File: config.mk
export PLATFORM = sky130hd
export DESIGN_NAME = g711_companding_codec
export DESIGN_NICKNAME = d
export VERILOG_FILES = /design/src/rtl/g711_pkg.sv /design/src/rtl/g711_companding_codec.sv
export SDC_FILE = /design/constraint.sdc
export NUM_CORES = 1
export LEC_CHECK = 0
export BUFFER_PORTS_ARGS = -buffer_cell sky130_fd_sc_hd__buf_2
export CAP_MARGIN = 40
export CORE_MARGIN = 2
export CORE_UTILIZATION = 45
export CTS_BUF_LIST = sky130_fd_sc_hd__clkbuf_4 sky130_fd_sc_hd__clkbuf_8
export CTS_CLUSTER_SIZE = 16
export DETAILED_ROUTE_END_ITERATION = 16
export PLACE_DENSITY = 0.66
export SKIP_LAST_GASP = 1
export SYNTH_ARGS = -nofsm -noshare
export SYNTH_HDL_FRONTEND = slang
export SYNTH_SLANG_ARGS = --single-unit
File: constraint.sdc
create_clock -name clk -period 4.51 [get_ports clk]
set_input_delay 0.2255 -clock clk [delete_from_list [all_inputs] [get_ports clk]]
set_output_delay 0.2255 -clock clk [all_outputs]
set_load 0.02 [all_outputs]
File: src/rtl/g711_pkg.sv
`timescale 1ns / 1ps
// ----------------------------------------------------------------------------
// g711_pkg: shared types and constants for the companding codec
// Transaction kind codes, field widths and the fixed companding constants.
// ----------------------------------------------------------------------------
package g711_pkg;

    localparam int PCM_W  = 16;
    localparam int CODE_W = 8;
    localparam int KIND_W = 2;
    localparam int DATA_W = PCM_W + CODE_W;

    typedef logic [KIND_W-1:0] kind_t;
    typedef logic [PCM_W-1:0]  pcm_t;
    typedef logic [CODE_W-1:0] code_t;
    typedef logic [DATA_W-1:0] data_t;

    localparam kind_t KIND_ALAW_ENC  = 2'd0;
    localparam kind_t KIND_MULAW_ENC = 2'd1;
    localparam kind_t KIND_ALAW_DEC  = 2'd2;
    localparam kind_t KIND_MULAW_DEC = 2'd3;

    localparam code_t       ALAW_TOGGLE = 8'h55;
    localparam logic [16:0] MU_BIAS     = 17'(33 * 4);
    localparam logic [15:0] SEG_BASE    = 16'h0084;
    localparam logic [16:0] PCM_MAX     = 17'h07FFF;

endpackage

File: src/rtl/g711_companding_codec.sv
`timescale 1ns / 1ps
// ----------------------------------------------------------------------------
// g711_companding_codec: A-law / mu-law encoder and decoder
// Converts 16-bit linear samples to 8-bit codes and back, one per ready cycle.
// ----------------------------------------------------------------------------
// channel   dir  tdata                                  tuser   tlast
// s_axis    in   [15:0] pcm_sample, [23:16] code_byte   kind    last_in
// m_axis    out  [15:0] pcm_result, [23:16] code_result  -       last_out
//
// one transaction per cycle sustained while m_axis_tready holds; the result
// reaches m_axis through the input register, then the result register
// the segment leading-one detect and shifts sit between the two registers
// rst_n clears the valid flags only; data registers are not reset
// with both registers full, s_axis_tready follows m_axis_tready in the same
// cycle, so in steady flow a stall stops s_axis at once; an empty input
// register still takes one transaction
// ----------------------------------------------------------------------------
module g711_companding_codec (
    input  logic            clk,
    input  logic            rst_n,
    input  logic            s_axis_tvalid,
    output logic            s_axis_tready,
    input  g711_pkg::data_t s_axis_tdata,   // pcm_sample, code_byte
    input  g711_pkg::kind_t s_axis_tuser,   // kind
    input  logic            s_axis_tlast,
    output logic            m_axis_tvalid,
    input  logic            m_axis_tready,
    output g711_pkg::data_t m_axis_tdata,   // pcm_result, code_result
    output logic            m_axis_tlast
);
    import g711_pkg::*;

    logic  s1_valid_reg;
    kind_t s1_kind_reg;
    pcm_t  s1_pcm_reg;
    code_t s1_code_reg;
    logic  s1_last_reg;

    logic  out_valid_reg;
    pcm_t  out_pcm_reg;
    code_t out_code_reg;
    logic  out_last_reg;

    logic  s1_adv;
    logic  in_acc;
    pcm_t  pcm_next;
    code_t code_next;

    // segment of a 15-bit magnitude: leading one at bit 8..14 gives 1..7
    function automatic logic [2:0] seg_of(input logic [14:0] mag);
        logic [2:0] seg;
        seg = 3'd0;
        for (int b = 8; b <= 14; b++)
        begin
            if (mag[b])
                seg = 3'(b - 7);
        end
        return seg;
    endfunction

    function automatic code_t alaw_enc(input pcm_t raw);
        logic        neg;
        logic [14:0] mag;
        logic [2:0]  seg;
        logic [3:0]  shamt;
        logic [14:0] sh;
        neg   = raw[15];
        mag   = neg ? ~raw[14:0] : raw[14:0];
        seg   = seg_of(mag);
        shamt = (seg != 3'd0) ? ({1'b0, seg} + 4'd3) : 4'd4;
        sh    = mag >> shamt;
        return ALAW_TOGGLE ^ {neg, seg, sh[3:0]};
    endfunction

    function automatic code_t mulaw_enc(input pcm_t raw);
        logic        neg;
        logic [15:0] absval;
        logic [16:0] sum;
        logic [14:0] mag;
        logic [2:0]  seg;
        logic [14:0] sh;
        neg    = raw[15];
        absval = neg ? (16'd0 - raw) : raw;
        sum    = {1'b0, absval} + MU_BIAS;
        mag    = (sum > PCM_MAX) ? PCM_MAX[14:0] : sum[14:0];
        seg    = seg_of(mag);
        sh     = mag >> ({1'b0, seg} + 4'd3);
        return ~{neg, seg, sh[3:0]};
    endfunction

    function automatic pcm_t apply_sign(input logic neg, input pcm_t val);
        return neg ? (16'd0 - val) : val;
    endfunction

    function automatic pcm_t alaw_dec(input code_t code);
        code_t      t;
        logic [2:0] seg;
        pcm_t       val;
        t   = code ^ ALAW_TOGGLE;
        seg = t[6:4];
        if (seg != 3'd0)
            val = ({9'd0, t[3:0], 3'd0} | SEG_BASE) << seg;
        else
            val = {8'd0, t[3:0], 4'b1000};
        return apply_sign(t[7], val);
    endfunction

    function automatic pcm_t mulaw_dec(input code_t code);
        code_t      t;
        logic [2:0] seg;
        pcm_t       val;
        t   = ~code;
        seg = t[6:4];
        val = (SEG_BASE << seg) | ({12'd0, t[3:0]} << ({1'b0, seg} + 4'd3));
        val = val - MU_BIAS[15:0];
        return apply_sign(t[7], val);
    endfunction

    // pipeline handshake
    assign s1_adv        = !out_valid_reg || m_axis_tready;
    assign s_axis_tready = !s1_valid_reg || s1_adv;
    assign in_acc        = s_axis_tvalid && s_axis_tready;

    always_comb
    begin
        pcm_next  = '0;
        code_next = '0;
        unique case (s1_kind_reg)
            KIND_ALAW_ENC:  code_next = alaw_enc(s1_pcm_reg);
            KIND_MULAW_ENC: code_next = mulaw_enc(s1_pcm_reg);
            KIND_ALAW_DEC:  pcm_next  = alaw_dec(s1_code_reg);
            KIND_MULAW_DEC: pcm_next  = mulaw_dec(s1_code_reg);
            default:        pcm_next  = '0;
        endcase
    end

    always_ff @(posedge clk or negedge rst_n)
    begin
        if (!rst_n)
        begin
            s1_valid_reg  <= 1'b0;
            out_valid_reg <= 1'b0;
        end
        else
        begin
            if (s_axis_tready)
                s1_valid_reg <= s_axis_tvalid;
            if (s1_adv)
                out_valid_reg <= s1_valid_reg;
        end
    end

    always_ff @(posedge clk)
    begin
        if (in_acc)
        begin
            s1_kind_reg <= s_axis_tuser;
            s1_pcm_reg  <= s_axis_tdata[PCM_W-1:0];
            s1_code_reg <= s_axis_tdata[DATA_W-1:PCM_W];
            s1_last_reg <= s_axis_tlast;
        end
        if (s1_adv && s1_valid_reg)
        begin
            out_pcm_reg  <= pcm_next;
            out_code_reg <= code_next;
            out_last_reg <= s1_last_reg;
        end
    end

    assign m_axis_tvalid = out_valid_reg;
    assign m_axis_tdata  = {out_code_reg, out_pcm_reg};
    assign m_axis_tlast  = out_last_reg;

    // an empty input register never blocks the slave side
    a_ready_when_empty: assert property (@(posedge clk) disable iff (!rst_n)
        !s1_valid_reg |-> s_axis_tready)
        else $error("s_axis_tready low with empty input register");

    // an accepted transaction lands in the input register
    a_accept_fills: assert property (@(posedge clk) disable iff (!rst_n)
        in_acc |=> s1_valid_reg)
        else $error("accepted transaction lost");

    // encode kinds leave the linear field at zero
    a_enc_pcm_zero: assert property (@(posedge clk) disable iff (!rst_n)
        (s1_valid_reg && s1_adv &&
         (s1_kind_reg == KIND_ALAW_ENC || s1_kind_reg == KIND_MULAW_ENC))
        |=> (out_valid_reg && out_pcm_reg == '0))
        else $error("encode result carries nonzero pcm field");

    // decode kinds leave the code field at zero
    a_dec_code_zero: assert property (@(posedge clk) disable iff (!rst_n)
        (s1_valid_reg && s1_adv &&
         (s1_kind_reg == KIND_ALAW_DEC || s1_kind_reg == KIND_MULAW_DEC))
        |=> (out_valid_reg && out_code_reg == '0))
        else $error("decode result carries nonzero code field");

endmodule

==> results.toml <==
[grt]
overflow = 0
met2_usage_pct = 30.2
globalRouteTotalUtil_pct = 20.3
grt_pass1_vias = 4455
grt_util_met3_pct = 3.11
grt_max_degree = 33
grt_first_pass_wirelength_um = 22300
grt.busiest_layer = "met1"
antenna_found_initial = 0
use_met1_pct = 31.1

[floorplan]
io_pins = 58
core-area_sq_um = 12500
initial_utilization_pct = 45.5
row_count = 41
dieArea_sq_um = 13600
die_w_um = 117
dieHeight_um = 117

[synth]
synthTopCellsByArea = "edfxtp_1 27%, xnor2_1 7.8%, mux2i_1 6.0%"
synth-edff-count = 52
yosysTopAreaCellShare_pct = 27.4
yosys_warnings = 0
synth_nets = 683
async_flop_share_pct = 3.70
syn-cell-area_sq_um = 5700
avgSynthCellArea_sq_um = 8.93
synth_cells = 638
synth.top_cells.by_count = "65 x nand2_1, 52 x edfxtp_1, 51 x xnor2_1"
seq_area_frac_synth_pct = 28.3
synthDistinctLibCells = 92
ys.flop_type = "edfxtp_1"
synth_area_leader_cell = "edfxtp_1"
ys_ff_latch = 54
synth_most_common_cell = "nand2_1"

[job]
max_cap_viol_count = 0

[cells_and_area]
num_antenna_cells = 0
nFillCells = 1177
nets = 727
seq_area_sq_um = 1610
areaGrowthSynthToFinish_pct = 11.8
multiInputGateArea_sq_um = 3820
drive_gt1_share_pct = 19.0

[cts]
cts.sinks = 54
clkTransAtPathRegs_ps = 100
cts_buffers = 5
clock_latency_ps = 320
cts_buffer_depth = 2
htreeDepth = 2
cts_root_buffer = "clkbuf_8"
cts_tree = "done"

[routing]
via_count = 4928
avgViaCountPerCell = 5.76
drc = 0
detail-route-antenna-nets = 0
drtIter0Drc = 515
firstDrtPassIters = 5
avgRoutedWirePerCell_um = 15.9
wirelength_um = 13600

[timing]
tns_ps = 0
slew_headroom_pct = 44.9
hold_viol = 0
max_freq_mhz = 231
worst_slew_pin_slew_ps = 827
setup_viol = 0
drv_slew = 0
skew_ps = 10.8
fin_crit_ps = 4330
rsz0062_at_grt = "false"
finalCritPeriodShare_pct = 96.0

[critical_path]
crit_type = "flip-flop to flip-flop"
critPathRequiredTime_ps = 4580
endpoint_kind = "flip-flop"
cp_max_fo = 9
start_kind = "flip-flop"
crit_arrival_ps = 4400

[pwr]
ir_drop_v = 0.000234
powerDensity_nw_per_um2 = 285
leakagePower_uw = 0.00244
p_total_uw = 1820

[placement]
io_buffers = 57
gp_congestion = 0.960
hpwl_um = 10500

[status]
outcome = "finished, final reports clean"

[hold_path]
hp-class = "input pin to flip-flop"
[critical path: stages (launching register included)]
cell and delay (ps):
edfxtp_1 490, inv_1 100, ha_1 270, or3b_1 540, o31ai_1 290, xor2_1 100, buf_4 180, a211oi_4 350
nor2_1 70, a2111oi_1 460, a31o_2 250, a21oi_4 130, mux2_4 330, o221a_1 250, a32o_1 260
[logic make-up (layout without fill, tap and decap cells)]
| group | count (synthesis) | in the layout | share of synthesized area (%) |
|---|---|---|---|
| muxes | 41 | 41 | 8.21 |
| xor gates and xnor gates | 76 | 76 | 12.7 |
| DFF | 54 | 54 | 28.3 |
| adders and majority gates | 14 | 14 | 3.07 |
| AOI/OAI and AO/OA | 176 | 177 | 23.9 |
| and+or+nand+nor | 210 | 210 | 18.7 |
| buffers and inverters | 67 | 111 | 5.05 |
[per-layer routing]
metal  vias to the layer above  part of all wire, %
li1                       2443                    -
met1                      2285                   50
met2                       188                   43
met3                        12                  6.4
met4                         0                 0.98
met5                         -                    0
[cell usage in the layout, fill, tap and decap left out, drive strengths merged, types with 6 or more instances in the layout]
cell | netlist | routed
a211oi | 6 | 7
xor2 | 24 | 24
o211a | 6 | 6
nor2 | 50 | 50
nand3b | 7 | 7
a31oi | 12 | 12
ha | 14 | 14
buf | 19 | 79
a21o | 6 | 6
xnor2 | 52 | 52
o211ai | 13 | 13
mux2i | 34 | 34
nand3 | 7 | 7
nor2b | 6 | 6
o21ai | 38 | 38
o31ai | 14 | 14
nor3 | 20 | 20
a21oi | 31 | 31
nand2 | 65 | 65
o22ai | 6 | 6
and2 | 7 | 7
nand2b | 12 | 12
edfxtp | 52 | 52
inv | 22 | 22
[worst paths after layout]
path,from,to,slack [ps],cells past startpoint
setup / recovery,s1_pcm_reg[1],out_code_reg[0],180,14
hold / removal,s_axis_tdata[6],s1_pcm_reg[6],70,1
setup reg to reg,s1_pcm_reg[1],out_code_reg[0],180,14
hold reg to reg,s1_last_reg,m_axis_tlast,440,0
max in group asynchronous,rst_n,s1_valid_reg,4220,2
min in group asynchronous,rst_n,m_axis_tvalid,200,2
[power breakdown]
part / switching (uW) / internal [uW]
sequential: 40.7 / 605
clock: 156 / 222
combinational: 465 / 326
[area by class of cell]
cell class / count / area share, %
tap: 172 / 3.38
clock inverter: 3 / 1.08
clock buffer: 5 / 1.08
multi-input combinational: 518 / 60.0
inverter: 23 / 1.36
sequential: 54 / 25.3
timing repair buffer: 80 / 7.78
[through the flow]
step | worst slack [ps] | std cells | instance area [sq um] | hold slack, ps | utilization [%]
floorplan | 98.6 | 638 | 5710 | -70.1 | -
CTS | 180 | 852 | 6340 | 62.7 | 50.6
detailed placement | 220 | 843 | 6190 | 12.5 | 49.5
finish | 181 | 855 | 6370 | 71.5 | 50.9
global route | 12.7 | 855 | 6370 | 52.1 | 50.9
global placement | 372 | 840 | 6130 | 10.1 | 49.0
[what timing repair did]
item,in CTS,in global routing
resized for setup,0,1
buffers inserted,0,2
hold buffers,1,0
hold endpoints to repair,2,0
endpoints found under the setup margin,0,3
No activity file was read; power rests on OpenSTA's default activity.
